<file path="src/rtl/mips64_integer_core_subset_assert.svh">
// ----------------------------------------------------------------------------
// Assertion macros for the integer core
// Checks are clocked on i_clk and disabled while reset is low.
// ----------------------------------------------------------------------------
`ifndef MIPS64_INTEGER_CORE_SUBSET_ASSERT_SVH
`define MIPS64_INTEGER_CORE_SUBSET_ASSERT_SVH

// condition holds in the same cycle as the trigger
`define MICS_IMPLY(lbl, trig, cond, msg) \
    lbl: assert property (@(posedge i_clk) disable iff (!i_rst_n) (trig) |-> (cond)) \
        else $error(msg);

// condition holds in the cycle after the trigger
`define MICS_NEXT(lbl, trig, cond, msg) \
    lbl: assert property (@(posedge i_clk) disable iff (!i_rst_n) (trig) |=> (cond)) \
        else $error(msg);

`endif

</file>
<file path="src/rtl/mics_pkg.sv">
// ----------------------------------------------------------------------------
// mics_pkg
// Shared types and codes of the integer core.
// ----------------------------------------------------------------------------
package mics_pkg;

    localparam logic [31:0] START_PC_RESET = 32'hBFC0_0000;

    // result kinds
    localparam logic [2:0] K_RETIRED = 3'd0;
    localparam logic [2:0] K_READ    = 3'd1;
    localparam logic [2:0] K_WRITE   = 3'd2;
    localparam logic [2:0] K_SYSCALL = 3'd3;
    localparam logic [2:0] K_ERROR   = 3'd4;

    // error codes
    localparam logic [1:0] E_NONE  = 2'd0;
    localparam logic [1:0] E_UNIMP = 2'd1;
    localparam logic [1:0] E_ALIGN = 2'd2;
    localparam logic [1:0] E_DIV0  = 2'd3;

    // access sizes
    localparam logic [1:0] SZ_BYTE = 2'd0;
    localparam logic [1:0] SZ_HALF = 2'd1;
    localparam logic [1:0] SZ_WORD = 2'd2;
    localparam logic [1:0] SZ_DBL  = 2'd3;

    // pending load kinds
    localparam logic [2:0] LK_NONE = 3'd0;
    localparam logic [2:0] LK_LB   = 3'd1;
    localparam logic [2:0] LK_LH   = 3'd2;
    localparam logic [2:0] LK_LW   = 3'd3;
    localparam logic [2:0] LK_LBU  = 3'd4;
    localparam logic [2:0] LK_LHU  = 3'd5;
    localparam logic [2:0] LK_LD   = 3'd6;

    // major opcodes
    localparam logic [5:0] OP_SPECIAL = 6'h00;
    localparam logic [5:0] OP_REGIMM  = 6'h01;
    localparam logic [5:0] OP_J       = 6'h02;
    localparam logic [5:0] OP_JAL     = 6'h03;
    localparam logic [5:0] OP_BEQ     = 6'h04;
    localparam logic [5:0] OP_BNE     = 6'h05;
    localparam logic [5:0] OP_BLEZ    = 6'h06;
    localparam logic [5:0] OP_BGTZ    = 6'h07;
    localparam logic [5:0] OP_ADDI    = 6'h08;
    localparam logic [5:0] OP_ADDIU   = 6'h09;
    localparam logic [5:0] OP_SLTI    = 6'h0A;
    localparam logic [5:0] OP_SLTIU   = 6'h0B;
    localparam logic [5:0] OP_ANDI    = 6'h0C;
    localparam logic [5:0] OP_ORI     = 6'h0D;
    localparam logic [5:0] OP_LUI     = 6'h0F;
    localparam logic [5:0] OP_COP0    = 6'h10;
    localparam logic [5:0] OP_BEQL    = 6'h14;
    localparam logic [5:0] OP_BNEL    = 6'h15;
    localparam logic [5:0] OP_SQ      = 6'h1F;
    localparam logic [5:0] OP_LB      = 6'h20;
    localparam logic [5:0] OP_LH      = 6'h21;
    localparam logic [5:0] OP_LW      = 6'h23;
    localparam logic [5:0] OP_LBU     = 6'h24;
    localparam logic [5:0] OP_LHU     = 6'h25;
    localparam logic [5:0] OP_SB      = 6'h28;
    localparam logic [5:0] OP_SH      = 6'h29;
    localparam logic [5:0] OP_SW      = 6'h2B;
    localparam logic [5:0] OP_LD      = 6'h37;
    localparam logic [5:0] OP_SWC1    = 6'h39;
    localparam logic [5:0] OP_SD      = 6'h3F;

    // SPECIAL function codes
    localparam logic [5:0] FN_SLL     = 6'h00;
    localparam logic [5:0] FN_SRL     = 6'h02;
    localparam logic [5:0] FN_SRA     = 6'h03;
    localparam logic [5:0] FN_JR      = 6'h08;
    localparam logic [5:0] FN_JALR    = 6'h09;
    localparam logic [5:0] FN_MOVN    = 6'h0B;
    localparam logic [5:0] FN_SYSCALL = 6'h0C;
    localparam logic [5:0] FN_SYNC    = 6'h0F;
    localparam logic [5:0] FN_MFHI    = 6'h10;
    localparam logic [5:0] FN_MFLO    = 6'h12;
    localparam logic [5:0] FN_MULT    = 6'h18;
    localparam logic [5:0] FN_DIVU    = 6'h1B;
    localparam logic [5:0] FN_ADD     = 6'h20;
    localparam logic [5:0] FN_ADDU    = 6'h21;
    localparam logic [5:0] FN_SUB     = 6'h22;
    localparam logic [5:0] FN_SUBU    = 6'h23;
    localparam logic [5:0] FN_AND     = 6'h24;
    localparam logic [5:0] FN_OR      = 6'h25;
    localparam logic [5:0] FN_SLT     = 6'h2A;
    localparam logic [5:0] FN_SLTU    = 6'h2B;
    localparam logic [5:0] FN_DADDU   = 6'h2D;
    localparam logic [5:0] FN_DSLL    = 6'h38;
    localparam logic [5:0] FN_DSRL    = 6'h3A;
    localparam logic [5:0] FN_DSLL32  = 6'h3C;
    localparam logic [5:0] FN_DSRL32  = 6'h3E;

    // COP0 rs codes and functions
    localparam logic [4:0] C0_MF    = 5'h00;
    localparam logic [4:0] C0_MT    = 5'h04;
    localparam logic [4:0] C0_CO    = 5'h10;
    localparam logic [5:0] FN_TLBWI = 6'h02;
    localparam logic [5:0] FN_EI    = 6'h38;
    localparam logic [4:0] C0_PRID  = 5'd15;
    localparam logic [63:0] PRID_VALUE = 64'h69;

    localparam logic [4:0] REG_ZERO = 5'd0;
    localparam logic [4:0] REG_V1   = 5'd3;
    localparam logic [4:0] REG_RA   = 5'd31;

    typedef enum logic [1:0] {
        CLS_PLAIN,
        CLS_MULT,
        CLS_DIVU
    } t_cls;

    // classified transaction from front to back
    typedef struct packed {
        logic        mode;
        logic [31:0] word;
        logic [63:0] ldata;
        t_cls        cls;
        logic [4:0]  ra;
        logic [4:0]  rb;
    } t_fq;

    typedef struct packed {
        logic [2:0]  kind;
        logic [31:0] addr;
        logic [63:0] data;
        logic [1:0]  size;
        logic [31:0] npc;
        logic [1:0]  err;
        logic        last;
    } t_res;

    function automatic logic [63:0] sx32(input logic [31:0] v);
        return {{32{v[31]}}, v};
    endfunction

endpackage

</file>
<file path="src/rtl/mics_front.sv">
// ----------------------------------------------------------------------------
// mics_front
// Accepts transactions, picks register read ports and execution class,
// and buffers them in a two-entry queue for the back end.
// ----------------------------------------------------------------------------
module mics_front (
    input  logic              i_clk,
    input  logic              i_rst_n,
    input  logic              i_push,
    input  logic              i_mode,
    input  logic [31:0]       i_instr_word,
    input  logic [63:0]       i_load_data,
    output logic              o_full,
    output logic              o_vld,
    output mics_pkg::t_fq     o_fq,
    input  logic              i_pop
);

    mics_pkg::t_fq r_q [2];
    logic          r_wp, r_rp;
    logic [1:0]    r_cnt;
    mics_pkg::t_fq n_item;
    logic          wr_en, rd_en;

    always_comb begin
        n_item.mode  = i_mode;
        n_item.word  = i_instr_word;
        n_item.ldata = i_load_data;
        n_item.rb    = i_instr_word[20:16];
        n_item.ra    = i_instr_word[25:21];
        n_item.cls   = mics_pkg::CLS_PLAIN;
        if (i_instr_word[31:26] == mics_pkg::OP_SPECIAL) begin
            case (i_instr_word[5:0])
                mics_pkg::FN_SYSCALL: n_item.ra  = mics_pkg::REG_V1;
                mics_pkg::FN_MULT:    n_item.cls = mics_pkg::CLS_MULT;
                mics_pkg::FN_DIVU:    n_item.cls = mics_pkg::CLS_DIVU;
                default:              n_item.cls = mics_pkg::CLS_PLAIN;
            endcase
        end
    end

    assign o_full = (r_cnt == 2'd2);
    assign o_vld  = (r_cnt != 2'd0);
    assign o_fq   = r_q[r_rp];
    assign wr_en  = i_push && !o_full;
    assign rd_en  = i_pop && o_vld;

    always_ff @(posedge i_clk) begin
        if (wr_en) begin
            r_q[r_wp] <= n_item;
        end
        if (!i_rst_n) begin
            r_wp  <= 1'b0;
            r_rp  <= 1'b0;
            r_cnt <= 2'd0;
        end else begin
            if (wr_en) r_wp <= ~r_wp;
            if (rd_en) r_rp <= ~r_rp;
            r_cnt <= r_cnt + {1'b0, wr_en} - {1'b0, rd_en};
        end
    end

endmodule

</file>
<file path="config.mk">
export PLATFORM = sky130hd
export DESIGN_NAME = mics_front
export DESIGN_NICKNAME = d
export VERILOG_FILES = /design/src/rtl/mips64_integer_core_subset_assert.svh /design/src/rtl/mics_pkg.sv /design/src/rtl/mics_front.sv
export SDC_FILE = /design/constraint.sdc
export NUM_CORES = 1
export LEC_CHECK = 0
export ABC_AREA = 1
export ABC_CLOCK_PERIOD_IN_PS = 9100
export BUFFER_PORTS_ARGS = -buffer_cell sky130_fd_sc_hd__buf_2
export CELL_PAD_IN_SITES_DETAIL_PLACEMENT = 0
export CELL_PAD_IN_SITES_GLOBAL_PLACEMENT = 1
export CORE_MARGIN = 2
export CORE_UTILIZATION = 30
export DETAILED_ROUTE_END_ITERATION = 10
export PLACE_DENSITY = 0.61
export SETUP_SLACK_MARGIN = 0.4
export SLEW_MARGIN = 40
export SYNTH_ARGS = -nofsm -noshare
export SYNTH_HDL_FRONTEND = slang
export SYNTH_SLANG_ARGS = --single-unit
export TNS_END_PERCENT = 50
</file>
<file path="constraint.sdc">
create_clock -name i_clk -period 9.1 [get_ports i_clk]
set_input_delay 0.91 -clock i_clk [delete_from_list [all_inputs] [get_ports i_clk]]
set_output_delay 0.91 -clock i_clk [all_outputs]
set_load 0.05 [all_outputs]
</file>
==> flow_summary.ini <==
[synth]
synth_edf_count = 208
synthArstFlopShare = 0
synth_top_area_frac = 0.765
ys_seq_elements = 213
syn_inst = 397
synth_nets = 500
synth_top_area_cell = edfxtp_1
ys_warn_count = 0
ys_seq_area_frac = 0.777
netlist_area_um2 = 8160
synthFlopType = edfxtp_1
ys_top_cells_by_count = 208 x edfxtp_1, 60 x mux2_4, 44 x mux2_2
avgSynthCellArea_um2 = 20.6
yosys-top-cells-area = edfxtp_1 77%, mux2_4 11%, mux2_2 6.1%
ys_types = 16
synth_most_common_cell = edfxtp_1

[timing]
period_share = 0.375
worst_slew_pin_slew_ns = 0.685
tns_ns = 0
clock_skew_ns = 0.0120
fin_crit_ns = 3.41
setup_violations = 0
fin_ws_ns = 5.69
holdWs_ns = 0.507
rsz0062_at_grt = no
max_clock_freq_mhz = 293
final-hold-violation-count = 0
max-slew-margin-rel = 0.543
slew_viol_final = 0

[routing]
vias = 4199
wl_per_cell_um = 16.3
routed_wl_um = 16000
viasPerCell = 4.28
ant_nets = 0
drtPass1Iterations = 4
drc_errors = 0
first_iter_violations = 213

[clock_tree]
cts_inserted_buffers = 23
cts_tree = yes
cts_sinks = 213
cts_hold_buf = 0
clk_pin_slew_ns = 0.06
cts_setup_buffers = 0
ctsLongestPathBuffers = 3
htreeDepth = 1
worstSkewPairLatency_ns = 0.51
root_buffer = clkbuf_16
ctsResizeCount = 0

[floorplan]
floorplan.die.height_um = 169
coreArea_um2 = 26800
boundaryPins = 212
die_w_um = 169
die_area_um2 = 28500
rows = 60
start_util = 0.305

[final_layout]
area_growth_pct = 26.1
drive_gt1_frac = 0.552
fin_util = 0.384
postLayoutCellArea_um2 = 10300
nets = 725
fin_cells = 980

[critical_path]
crit_type = reg2out
crit_path_end_kind = output pin
cp_max_fo = 38
r2r-start = r_cnt[0]
worstPathArrival_ns = 2.50
cp-start-kind = flop
required_ns = 8.19

[grt]
antenna_found_initial = 2
grt_pass1_wl_um = 24600
grt_usage = 0.110
grt_pass1_vias = 4484
grt_start_max_net_pins = 60
grt_remaining_overflow = 0

[place]
place_inst = 938
place_ws_ns = 6.16
io_buffers = 211
dp_hpwl_um = 10800
finalWeightedCongestion = 0.728
placed_area_um2 = 9580

[pwr]
vdd.ir_drop.worst_v = 0.000252
leakagePower_nw = 3.99
total_power_mw = 3.35
power.density_nw_per_um2 = 325

[run]
maxCapViolations = 0

[min_path]
hold_path_class = reg2reg
hold_start = r_rp

[outcome]
status = completed
[power breakdown]
group	internal [mW]	switching (mW)
clock	0.525	0.355
combinational	0.343	0.835
sequential	1.25	0.0427
total	2.11	1.23
[area by class of cell]
type                            count  area [µm²]
Inverter                           19        73.8
Clock inverter                      7        86.3
Fill cell                        2492       16500
Clock buffer                       34         617
Tap cell                          341         427
Antenna cell                        1        2.50
Sequential cell                   213        6350
Multi-Input combinational cell    148        1600
Timing Repair Buffer              217        1130
[cell usage in the layout, fill, tap and decap left out, types with 4 or more instances in the layout]
cell type,synthesis,routed
clkbuf_1,0,11
nor2_1,17,16
nand2_1,15,15
buf_2,4,211
dfxtp_1,5,4
mux2_4,60,60
nand3_1,5,5
clkbuf_16,0,23
mux2_2,44,44
inv_1,19,18
edfxtp_1,208,208
[worst paths after layout]
check	endpoint	depth (start not counted)	slack [ns]
worst max-delay path	o_fq[14]	4	5.69
worst min-delay path	flop	2	0.51
worst max register to register	r_q[1][100]	5	6.86
worst min register to register	flop	2	0.51
[state kept, by name (all words and copies together) (netlist names), named ones only]
name	count
r_wp	1
r_q	208
r_cnt	2
r_rp	1
[metal layers]
metal	vias up	track usage	routed length (µm)
li1	1964	-	-
met1	2060	0.130	6400
met2	150	0.187	7910
met3	25	0.0369	1370
met4	0	0.0371	337
met5	-	0	0
[worst max-delay path: stages (launching register included)]
cell     delay, ns
dfxtp_4       0.49
buf_12        0.24
buf_4         0.59
mux2_2        0.42
buf_2         0.21
[cells by family after synthesis]
group	Yosys count	share of synthesized area
AO/OA/AOI/OAI	3	0.00215
adder cells (fa/ha/maj)	2	0.00307
buffers and inverters	36	0.0273
flip-flops	213	0.777
multiplexers	104	0.171
AND/OR/NAND/NOR	39	0.0190
No activity file was read; power rests on OpenSTA's default activity.
