**src/rtl/mips64_integer_core_subset_assert.svh**
```systemverilog
// ----------------------------------------------------------------------------
// Assertion macros for the integer core
// Checks are clocked on i_clk and disabled while reset is low.
// ----------------------------------------------------------------------------
`ifndef MIPS64_INTEGER_CORE_SUBSET_ASSERT_SVH
`define MIPS64_INTEGER_CORE_SUBSET_ASSERT_SVH

// condition holds in the same cycle as the trigger
`define MICS_IMPLY(lbl, trig, cond, msg) \
    lbl: assert property (@(posedge i_clk) disable iff (!i_rst_n) (trig) |-> (cond)) \
        else $error(msg);

// condition holds in the cycle after the trigger
`define MICS_NEXT(lbl, trig, cond, msg) \
    lbl: assert property (@(posedge i_clk) disable iff (!i_rst_n) (trig) |=> (cond)) \
        else $error(msg);

`endif

```
**src/rtl/mics_pkg.sv**
```systemverilog
// ----------------------------------------------------------------------------
// mics_pkg
// Shared types and codes of the integer core.
// ----------------------------------------------------------------------------
package mics_pkg;

    localparam logic [31:0] START_PC_RESET = 32'hBFC0_0000;

    // result kinds
    localparam logic [2:0] K_RETIRED = 3'd0;
    localparam logic [2:0] K_READ    = 3'd1;
    localparam logic [2:0] K_WRITE   = 3'd2;
    localparam logic [2:0] K_SYSCALL = 3'd3;
    localparam logic [2:0] K_ERROR   = 3'd4;

    // error codes
    localparam logic [1:0] E_NONE  = 2'd0;
    localparam logic [1:0] E_UNIMP = 2'd1;
    localparam logic [1:0] E_ALIGN = 2'd2;
    localparam logic [1:0] E_DIV0  = 2'd3;

    // access sizes
    localparam logic [1:0] SZ_BYTE = 2'd0;
    localparam logic [1:0] SZ_HALF = 2'd1;
    localparam logic [1:0] SZ_WORD = 2'd2;
    localparam logic [1:0] SZ_DBL  = 2'd3;

    // pending load kinds
    localparam logic [2:0] LK_NONE = 3'd0;
    localparam logic [2:0] LK_LB   = 3'd1;
    localparam logic [2:0] LK_LH   = 3'd2;
    localparam logic [2:0] LK_LW   = 3'd3;
    localparam logic [2:0] LK_LBU  = 3'd4;
    localparam logic [2:0] LK_LHU  = 3'd5;
    localparam logic [2:0] LK_LD   = 3'd6;

    // major opcodes
    localparam logic [5:0] OP_SPECIAL = 6'h00;
    localparam logic [5:0] OP_REGIMM  = 6'h01;
    localparam logic [5:0] OP_J       = 6'h02;
    localparam logic [5:0] OP_JAL     = 6'h03;
    localparam logic [5:0] OP_BEQ     = 6'h04;
    localparam logic [5:0] OP_BNE     = 6'h05;
    localparam logic [5:0] OP_BLEZ    = 6'h06;
    localparam logic [5:0] OP_BGTZ    = 6'h07;
    localparam logic [5:0] OP_ADDI    = 6'h08;
    localparam logic [5:0] OP_ADDIU   = 6'h09;
    localparam logic [5:0] OP_SLTI    = 6'h0A;
    localparam logic [5:0] OP_SLTIU   = 6'h0B;
    localparam logic [5:0] OP_ANDI    = 6'h0C;
    localparam logic [5:0] OP_ORI     = 6'h0D;
    localparam logic [5:0] OP_LUI     = 6'h0F;
    localparam logic [5:0] OP_COP0    = 6'h10;
    localparam logic [5:0] OP_BEQL    = 6'h14;
    localparam logic [5:0] OP_BNEL    = 6'h15;
    localparam logic [5:0] OP_SQ      = 6'h1F;
    localparam logic [5:0] OP_LB      = 6'h20;
    localparam logic [5:0] OP_LH      = 6'h21;
    localparam logic [5:0] OP_LW      = 6'h23;
    localparam logic [5:0] OP_LBU     = 6'h24;
    localparam logic [5:0] OP_LHU     = 6'h25;
    localparam logic [5:0] OP_SB      = 6'h28;
    localparam logic [5:0] OP_SH      = 6'h29;
    localparam logic [5:0] OP_SW      = 6'h2B;
    localparam logic [5:0] OP_LD      = 6'h37;
    localparam logic [5:0] OP_SWC1    = 6'h39;
    localparam logic [5:0] OP_SD      = 6'h3F;

    // SPECIAL function codes
    localparam logic [5:0] FN_SLL     = 6'h00;
    localparam logic [5:0] FN_SRL     = 6'h02;
    localparam logic [5:0] FN_SRA     = 6'h03;
    localparam logic [5:0] FN_JR      = 6'h08;
    localparam logic [5:0] FN_JALR    = 6'h09;
    localparam logic [5:0] FN_MOVN    = 6'h0B;
    localparam logic [5:0] FN_SYSCALL = 6'h0C;
    localparam logic [5:0] FN_SYNC    = 6'h0F;
    localparam logic [5:0] FN_MFHI    = 6'h10;
    localparam logic [5:0] FN_MFLO    = 6'h12;
    localparam logic [5:0] FN_MULT    = 6'h18;
    localparam logic [5:0] FN_DIVU    = 6'h1B;
    localparam logic [5:0] FN_ADD     = 6'h20;
    localparam logic [5:0] FN_ADDU    = 6'h21;
    localparam logic [5:0] FN_SUB     = 6'h22;
    localparam logic [5:0] FN_SUBU    = 6'h23;
    localparam logic [5:0] FN_AND     = 6'h24;
    localparam logic [5:0] FN_OR      = 6'h25;
    localparam logic [5:0] FN_SLT     = 6'h2A;
    localparam logic [5:0] FN_SLTU    = 6'h2B;
    localparam logic [5:0] FN_DADDU   = 6'h2D;
    localparam logic [5:0] FN_DSLL    = 6'h38;
    localparam logic [5:0] FN_DSRL    = 6'h3A;
    localparam logic [5:0] FN_DSLL32  = 6'h3C;
    localparam logic [5:0] FN_DSRL32  = 6'h3E;

    // COP0 rs codes and functions
    localparam logic [4:0] C0_MF    = 5'h00;
    localparam logic [4:0] C0_MT    = 5'h04;
    localparam logic [4:0] C0_CO    = 5'h10;
    localparam logic [5:0] FN_TLBWI = 6'h02;
    localparam logic [5:0] FN_EI    = 6'h38;
    localparam logic [4:0] C0_PRID  = 5'd15;
    localparam logic [63:0] PRID_VALUE = 64'h69;

    localparam logic [4:0] REG_ZERO = 5'd0;
    localparam logic [4:0] REG_V1   = 5'd3;
    localparam logic [4:0] REG_RA   = 5'd31;

    typedef enum logic [1:0] {
        CLS_PLAIN,
        CLS_MULT,
        CLS_DIVU
    } t_cls;

    // classified transaction from front to back
    typedef struct packed {
        logic        mode;
        logic [31:0] word;
        logic [63:0] ldata;
        t_cls        cls;
        logic [4:0]  ra;
        logic [4:0]  rb;
    } t_fq;

    typedef struct packed {
        logic [2:0]  kind;
        logic [31:0] addr;
        logic [63:0] data;
        logic [1:0]  size;
        logic [31:0] npc;
        logic [1:0]  err;
        logic        last;
    } t_res;

    function automatic logic [63:0] sx32(input logic [31:0] v);
        return {{32{v[31]}}, v};
    endfunction

endpackage

```
**src/rtl/mics_outq.sv**
```systemverilog
// ----------------------------------------------------------------------------
// mics_outq
// Four-entry result queue between the back end and the result ports.
// ----------------------------------------------------------------------------
module mics_outq (
    input  logic           i_clk,
    input  logic           i_rst_n,
    input  logic           i_push,
    input  mics_pkg::t_res i_res,
    output logic           o_full,
    output logic           o_empty,
    output mics_pkg::t_res o_res,
    input  logic           i_pop
);

    mics_pkg::t_res r_q [4];
    logic [1:0]     r_wp, r_rp;
    logic [2:0]     r_cnt;
    logic           wr_en, rd_en;

    assign o_full  = (r_cnt == 3'd4);
    assign o_empty = (r_cnt == 3'd0);
    assign o_res   = r_q[r_rp];
    assign wr_en   = i_push && !o_full;
    assign rd_en   = i_pop && !o_empty;

    always_ff @(posedge i_clk) begin
        if (wr_en) begin
            r_q[r_wp] <= i_res;
        end
        if (!i_rst_n) begin
            r_wp  <= 2'd0;
            r_rp  <= 2'd0;
            r_cnt <= 3'd0;
        end else begin
            if (wr_en) r_wp <= r_wp + 2'd1;
            if (rd_en) r_rp <= r_rp + 2'd1;
            r_cnt <= r_cnt + {2'b0, wr_en} - {2'b0, rd_en};
        end
    end

endmodule

```
**config.mk**
```make
export PLATFORM = sky130hd
export DESIGN_NAME = mics_outq
export DESIGN_NICKNAME = d
export VERILOG_FILES = /design/src/rtl/mips64_integer_core_subset_assert.svh /design/src/rtl/mics_pkg.sv /design/src/rtl/mics_outq.sv
export SDC_FILE = /design/constraint.sdc
export NUM_CORES = 1
export LEC_CHECK = 0
export CAP_MARGIN = 20
export CORE_MARGIN = 2
export CORE_UTILIZATION = 45
export DETAILED_ROUTE_END_ITERATION = 8
export DONT_BUFFER_PORTS = 1
export PLACE_DENSITY = 0.72
export SYNTH_ARGS = -nofsm -noshare
export SYNTH_HDL_FRONTEND = slang
export SYNTH_SLANG_ARGS = --single-unit
```
**constraint.sdc**
```tcl
create_clock -name i_clk -period 6 [get_ports i_clk]
set_clock_uncertainty 0.05 [all_clocks]
set_input_delay 0.6 -clock i_clk [delete_from_list [all_inputs] [get_ports i_clk]]
set_output_delay 0.6 -clock i_clk [all_outputs]
set_load 0.005 [all_outputs]
```
==> impl_metrics.ini, run 1 <==
[run_status]
status = complete, no violations

[grt]
track_usage_pct = 16.01
grt_remaining_overflow = 0
grt_max_degree = 76
grt_pass1_wl_um = 54920
grt_pass1_vias = 8463
antenna_found_initial = 1

[finish]
syn_to_final_growth_pct = 12.71
utilization_pct = 51.24
drive_above_1_share_pct = 26.08
layout.nets = 965
diodes = 0

[timing]
hold_viol = 0
setup-violations-final = 0
fin_crit_ns = 3.445
timing.fmax_mhz = 290.3
relSlewSlack_pct = 31.02
rsz0062_at_grt = no
tightest_slew_ns = 1.035
maxSlewViolCount = 0
whs_ns = 0.04242
tns_ns = 0
setup_slack_ns = 2.555
min_period_over_period_pct = 57.41

[power_and_ir_drop]
p_int_uw = 7138
swShare_pct = 24.21
power.density_nw_per_um2 = 416.6
vdd_ir_drop_max_v = 0.0002856
combPwrFrac_pct = 15.2
p_leak_uw = 0.006871
p_sw_uw = 2280
seqPwrFrac_pct = 51.3
clock_power_share_pct = 33.4

[clock_network]
clkSinkCount = 553
path_clk_slew_ns = 0.06
cts-resized-gates = 0
hold_buffers = 0
cts_tree = yes
clkLatencyLatePin_ns = 0.58
htreeDepth = 2
cts_setup_buffers = 0
root_buffer = clkbuf_16
numCtsBuffers = 54
clockBufferDepth = 3

[setup_path]
required_ns = 5.35
crit_arrival_ns = 2.79
crit_type = register to primary output
cp-start-kind = register
end_kind = primary output
reg2reg_from = r_cnt[2]$_SDFF_PN0_
critPathMaxFanout = 36

[placed_design]
hpwl_um = 21440
numPortBuffers = 0
gp_congestion = 0.7546
place_ws_ns = 2.890

[floorplan]
rows = 77
dieArea_um2 = 46280
die_h_um = 215.1
start_util_pct = 45.46
pin_count = 278
fp.coreArea_um2 = 44120
die_w_um = 215.1

[synthesis]
synth_top_area_cell = edfxtp_1
synthFlopType = edfxtp_1
syn_area_um2 = 20060
ys_ff_latch = 553
syn_avg_cell_area_um2 = 26.36
yosys.area.top_type_share_pct = 81.43
synth_nets = 908
yosys-top-cells-area = edfxtp_1 81%, mux4_2 15%, dfxtp_1 0.90%
ys_top_cells_by_count = 544 x edfxtp_1, 136 x mux4_2, 15 x buf_2, 9 x dfxtp_1, 8 x clkbuf_1
synth_warnings = 0
synth_edf_count = 544
yosys.cell_count.top_type = edfxtp_1
synthArstFlopShare_pct = 0
ys_seq_area_share_pct = 82.33
ys_types = 21
syn_inst = 761

[route]
vias = 7950
wirelength_um = 37300
viasPerCell = 5.479
wire_per_inst_um = 25.71
drt_iter0_drc = 482
ant_nets = 0
drcViolationCount = 0
drtPass1Iterations = 6

[min_path]
hp-start = i_res[5]
hp-class = input pin to register

[flow_run]
cap_violations = 0
## critical path, cell delays in order (launching register included)
cell and delay, ns:
dfxtp_4 0.80, buf_4 0.69, mux4_2 0.65
## layout make-up
cell class	instances	area, um^2
clock buffer	69	1408
clock inverter	28	235.2
fill	3407	21520
inverter	6	22.52
multi-input combinational	170	3337
sequential	553	16520
tap	592	740.7
timing repair buffer	33	342.8
## power by group through the flow
stage	sequential [uW]	clock, uW	combinational, uW
3_3_place_gp	4890	0	1450
3_5_place_dp	4920	0	1460
2_1_floorplan	4870	0	1170
6_report	4840	3150	1440
4_1_cts	4850	3240	1470
5_1_grt	4880	3390	1540
## final timing paths
kind | endpoint | slack (ns) | cells past startpoint
worst max-delay path | o_res[130] | 2.56 | 2
worst min-delay path | r_q[1][5]$_DFFE_PP_ | 0.04 | 0
worst max register to register | r_q[0][133]$_DFFE_PP_ | 3.08 | 4
worst min register to register | r_rp[0]$_SDFFE_PN0P_ | 0.45 | 2
## state kept, by name, indices dropped and copies added (netlist names), named ones only
signal,flops
r_wp,2
r_cnt,3
r_rp,2
r_q,544
## through the flow
| step | power (uW) | cells | area [um^2] |
|---|---|---|---|
| 3_5_place_dp | 6380 | 1331 | 20740 |
| 3_3_place_gp | 6343 | 1331 | 20740 |
| 2_1_floorplan | 6038 | 761 | 20060 |
| 4_1_cts | 9553 | 1428 | 22380 |
| 5_1_grt | 9809 | 1451 | 22610 |
| 6_report | 9418 | 1451 | 22610 |
## kinds of logic (layout without fill, tap and decap cells)
family / after synthesis / in the layout / synth area share (%)
multiplexers: 138 / 138 / 15.37
adder cells (fa/ha/maj): 7 / 7 / 0.4740
flip-flops: 553 / 553 / 82.33
XOR/XNOR: 2 / 2 / 0.08734
AND/OR/NAND/NOR: 19 / 19 / 0.5426
AO/OA/AOI/OAI: 4 / 4 / 0.1123
buffers and inverters: 38 / 136 / 1.085
## metal layers
layer  wire length (um)  share of wire (%)  GRT usage (%)
met1              13810                 37          18.97
met2              18710                 50          25.74
met3               4234                 11          8.861
met4                531                1.4          3.540
met5                 13              0.035              0
## cells in the final DEF, fill, tap and decap left out, types with 2 or more instances in the layout
master and instances:
buf_12 3, clkinv_2 8, clkinv_1 10, clkbuf_16 54, nor2b_1 2, and2_4 4, xnor2_1 2, mux2i_1 2
buf_4 7, and2_1 3, ha_1 6, dfxtp_1 7, nand2_1 6, inv_1 6, bufinv_16 3, dlygate4sd3_1 23
o21ai_0 3, inv_6 4, edfxtp_1 544, dfxtp_4 2, mux4_2 136, clkbuf_1 15
Power figures use the tool's default switching activity.
==> run 2, diff against run 1 <==
Settings changed: ABC_AREA set to 1, PLACE_DENSITY 0.72 to 0.74.
Clock period 6 ns to 2.8 ns, I/O delays scaled along.
==> run 2 against run 1 <==
  * Core utilization grew 2.5 points
  * Area after synthesis increased by 2.2%
  * Critical endpoint is now o_res[69]
  * Worst hold slack gained 0.23 ns
  * Routed wire length rose by 19%
  * Sequential share of layout area decreased by 5.0 points
  * Setup slack worse by 2.3 ns
  * Final cell count rose by 48%
  * First-iteration DRC count increased by 88%
==> impl_metrics.ini, run 2 <==
[run_status]
status = complete, no violations

[setup_path]
end_kind = primary output
slowest_stage = buf_4
required_ns = 2.47
slowest_delay_ns = 0.44
crit_type = register to primary output
path_cells = inv_8 > buf_4 > o21ai_0 > o22ai_1
reg2reg_from = r_cnt[0]$_SDFF_PN0_
critPathMaxFanout = 64
crit_arrival_ns = 2.19
cp-start-kind = register

[grt]
grt_max_degree = 163
grt_remaining_overflow = 0
track_usage_pct = 18.43
grt_pass1_wl_um = 67170
antenna_found_initial = 5
grt_pass1_vias = 12178

[route]
drtPass1Iterations = 4
vias = 11940
viasPerCell = 5.543
wirelength_um = 44330
drt_iter0_drc = 907
drcViolationCount = 0
wire_per_inst_um = 20.58
ant_nets = 0

[synthesis]
synth_top_area_cell = edfxtp_1
synth_edf_count = 544
ys_ff_latch = 553
synthFlopType = edfxtp_1
ys_top_cells_by_count = 544 x edfxtp_1, 284 x nor2_1, 265 x o21ai_0, 136 x o22ai_1, 58 x clkbuf_1
ys_seq_area_share_pct = 80.55
yosys.cell_count.top_type = edfxtp_1
yosys-top-cells-area = edfxtp_1 80%, o21ai_0 6.5%, nor2_1 5.2%
synth_nets = 1530
syn_inst = 1383
syn_area_um2 = 20500
syn_avg_cell_area_um2 = 14.83
synth_warnings = 0
ys_types = 17
yosys.area.top_type_share_pct = 79.67
synthArstFlopShare_pct = 0

[timing]
timing.fmax_mhz = 396.5
hold_viol = 0
min_period_over_period_pct = 90.08
rsz0062_at_grt = no
whs_ns = 0.2697
maxSlewViolCount = 0
fin_crit_ns = 2.522
tns_ns = 0
tightest_slew_ns = 0.7171
setup-violations-final = 0
relSlewSlack_pct = 52.19

[floorplan]
pin_count = 278
die_h_um = 217.5
die_w_um = 217.5
fp.coreArea_um2 = 45190
dieArea_um2 = 47290
rows = 78
start_util_pct = 45.38

[power_and_ir_drop]
vdd_ir_drop_max_v = 0.0005921
power.density_nw_per_um2 = 864.3
p_leak_uw = 0.007918
p_total_uw = 20990

[finish]
layout.nets = 1654
largest_reg_flops = 544
final_cell_mix = 544 x edfxtp_1, 279 x nor2_1, 265 x o21ai_0
multi_input_area_um2 = 3513
regMostFlops = r_q
drive_above_1_share_pct = 6.959
num-fill-cells = 3515
largestRegisters = r_q x544, r_cnt x3
syn_to_final_growth_pct = 18.42
fin_area_um2 = 24280
seqCellArea_um2 = 16530
final_common_cell = edfxtp_1

[clock_network]
clkSinkCount = 553
clockBufferDepth = 3
root_buffer = clkbuf_16
path_clk_slew_ns = 0.06
cts_setup_buffers = 0
htreeDepth = 2
numCtsBuffers = 54
cts_tree = yes
clkLatencyLatePin_ns = 0.57

[placed_design]
gp_congestion = 0.7520
numPortBuffers = 0
hpwl_um = 23750
post_dp_cell_area_um2 = 21190

[min_path]
hp-start = i_pop
hp-class = input pin to register

[flow_run]
cap_violations = 0
==> run 2: worst max-delay path: cells and delay by family, from the launching register on <==
| family | cells | cell delay, ns |
|---|---|---|
| compound gates | 2 | 0.48 |
| flops | 1 | 0.38 |
| buf+inv | 2 | 0.74 |
==> run 2: area by class of cell <==
| cell class | instances | area share [%] |
|---|---|---|
| Sequential cell | 553 | 68.06 |
| Multi-Input combinational cell | 722 | 14.47 |
| Timing Repair Buffer | 157 | 7.075 |
| Clock buffer | 71 | 5.998 |
| Tap cell | 600 | 3.092 |
| Clock inverter | 30 | 0.9533 |
| Inverter | 19 | 0.3349 |
| Antenna cell | 2 | 0.02061 |
==> run 2: what timing repair did <==
item                       CTS  global route
hold endpoints to repair   556             0
hold buffers               139             0
setup endpoints to repair    0             1
resized for setup            0             1
==> run 2: cell families after synthesis <==
family	after synthesis	synth area share [%]
buffers and inverters	108	2.526
adder cells (fa/ha/maj)	7	0.4637
AO/OA/AOI/OAI	413	10.91
flip-flops	553	80.55
AND/OR/NAND/NOR	302	5.553
==> run 2: report_power, final <==
part	switching [uW]	internal (uW)
Combinational	2810	1040
Clock	2900	3940
Sequential	227	10100
==> run 2: final timing paths <==
path,endpoint,slack [ns],cells past startpoint
min,r_cnt[0]$_SDFF_PN0_,0.27,7
min reg2reg,r_rp[0]$_SDFFE_PN0P_,0.45,2
max reg2reg,r_cnt[2]$_SDFF_PN0_,0.73,11
max,o_res[69],0.28,4
==> run 2: metal layers <==
layer  share of wire, %  GRT usage, %
met1                 39         22.45
met4                2.0         5.388
met2                 50         31.51
met5              0.081             0
met3                9.1         5.830
==> run 2: metrics by stage <==
stage / instances / util [%] / setup slack, ns
5_1_grt: 2154 / 53.74 / 0.1320
6_report: 2154 / 53.74 / 0.2777
4_1_cts: 2152 / 53.72 / 0.1253
3_5_place_dp: 1912 / 46.90 / 0.7699
3_3_place_gp: 1912 / 46.90 / 0.8312
2_1_floorplan: 1383 / - / -0.2981
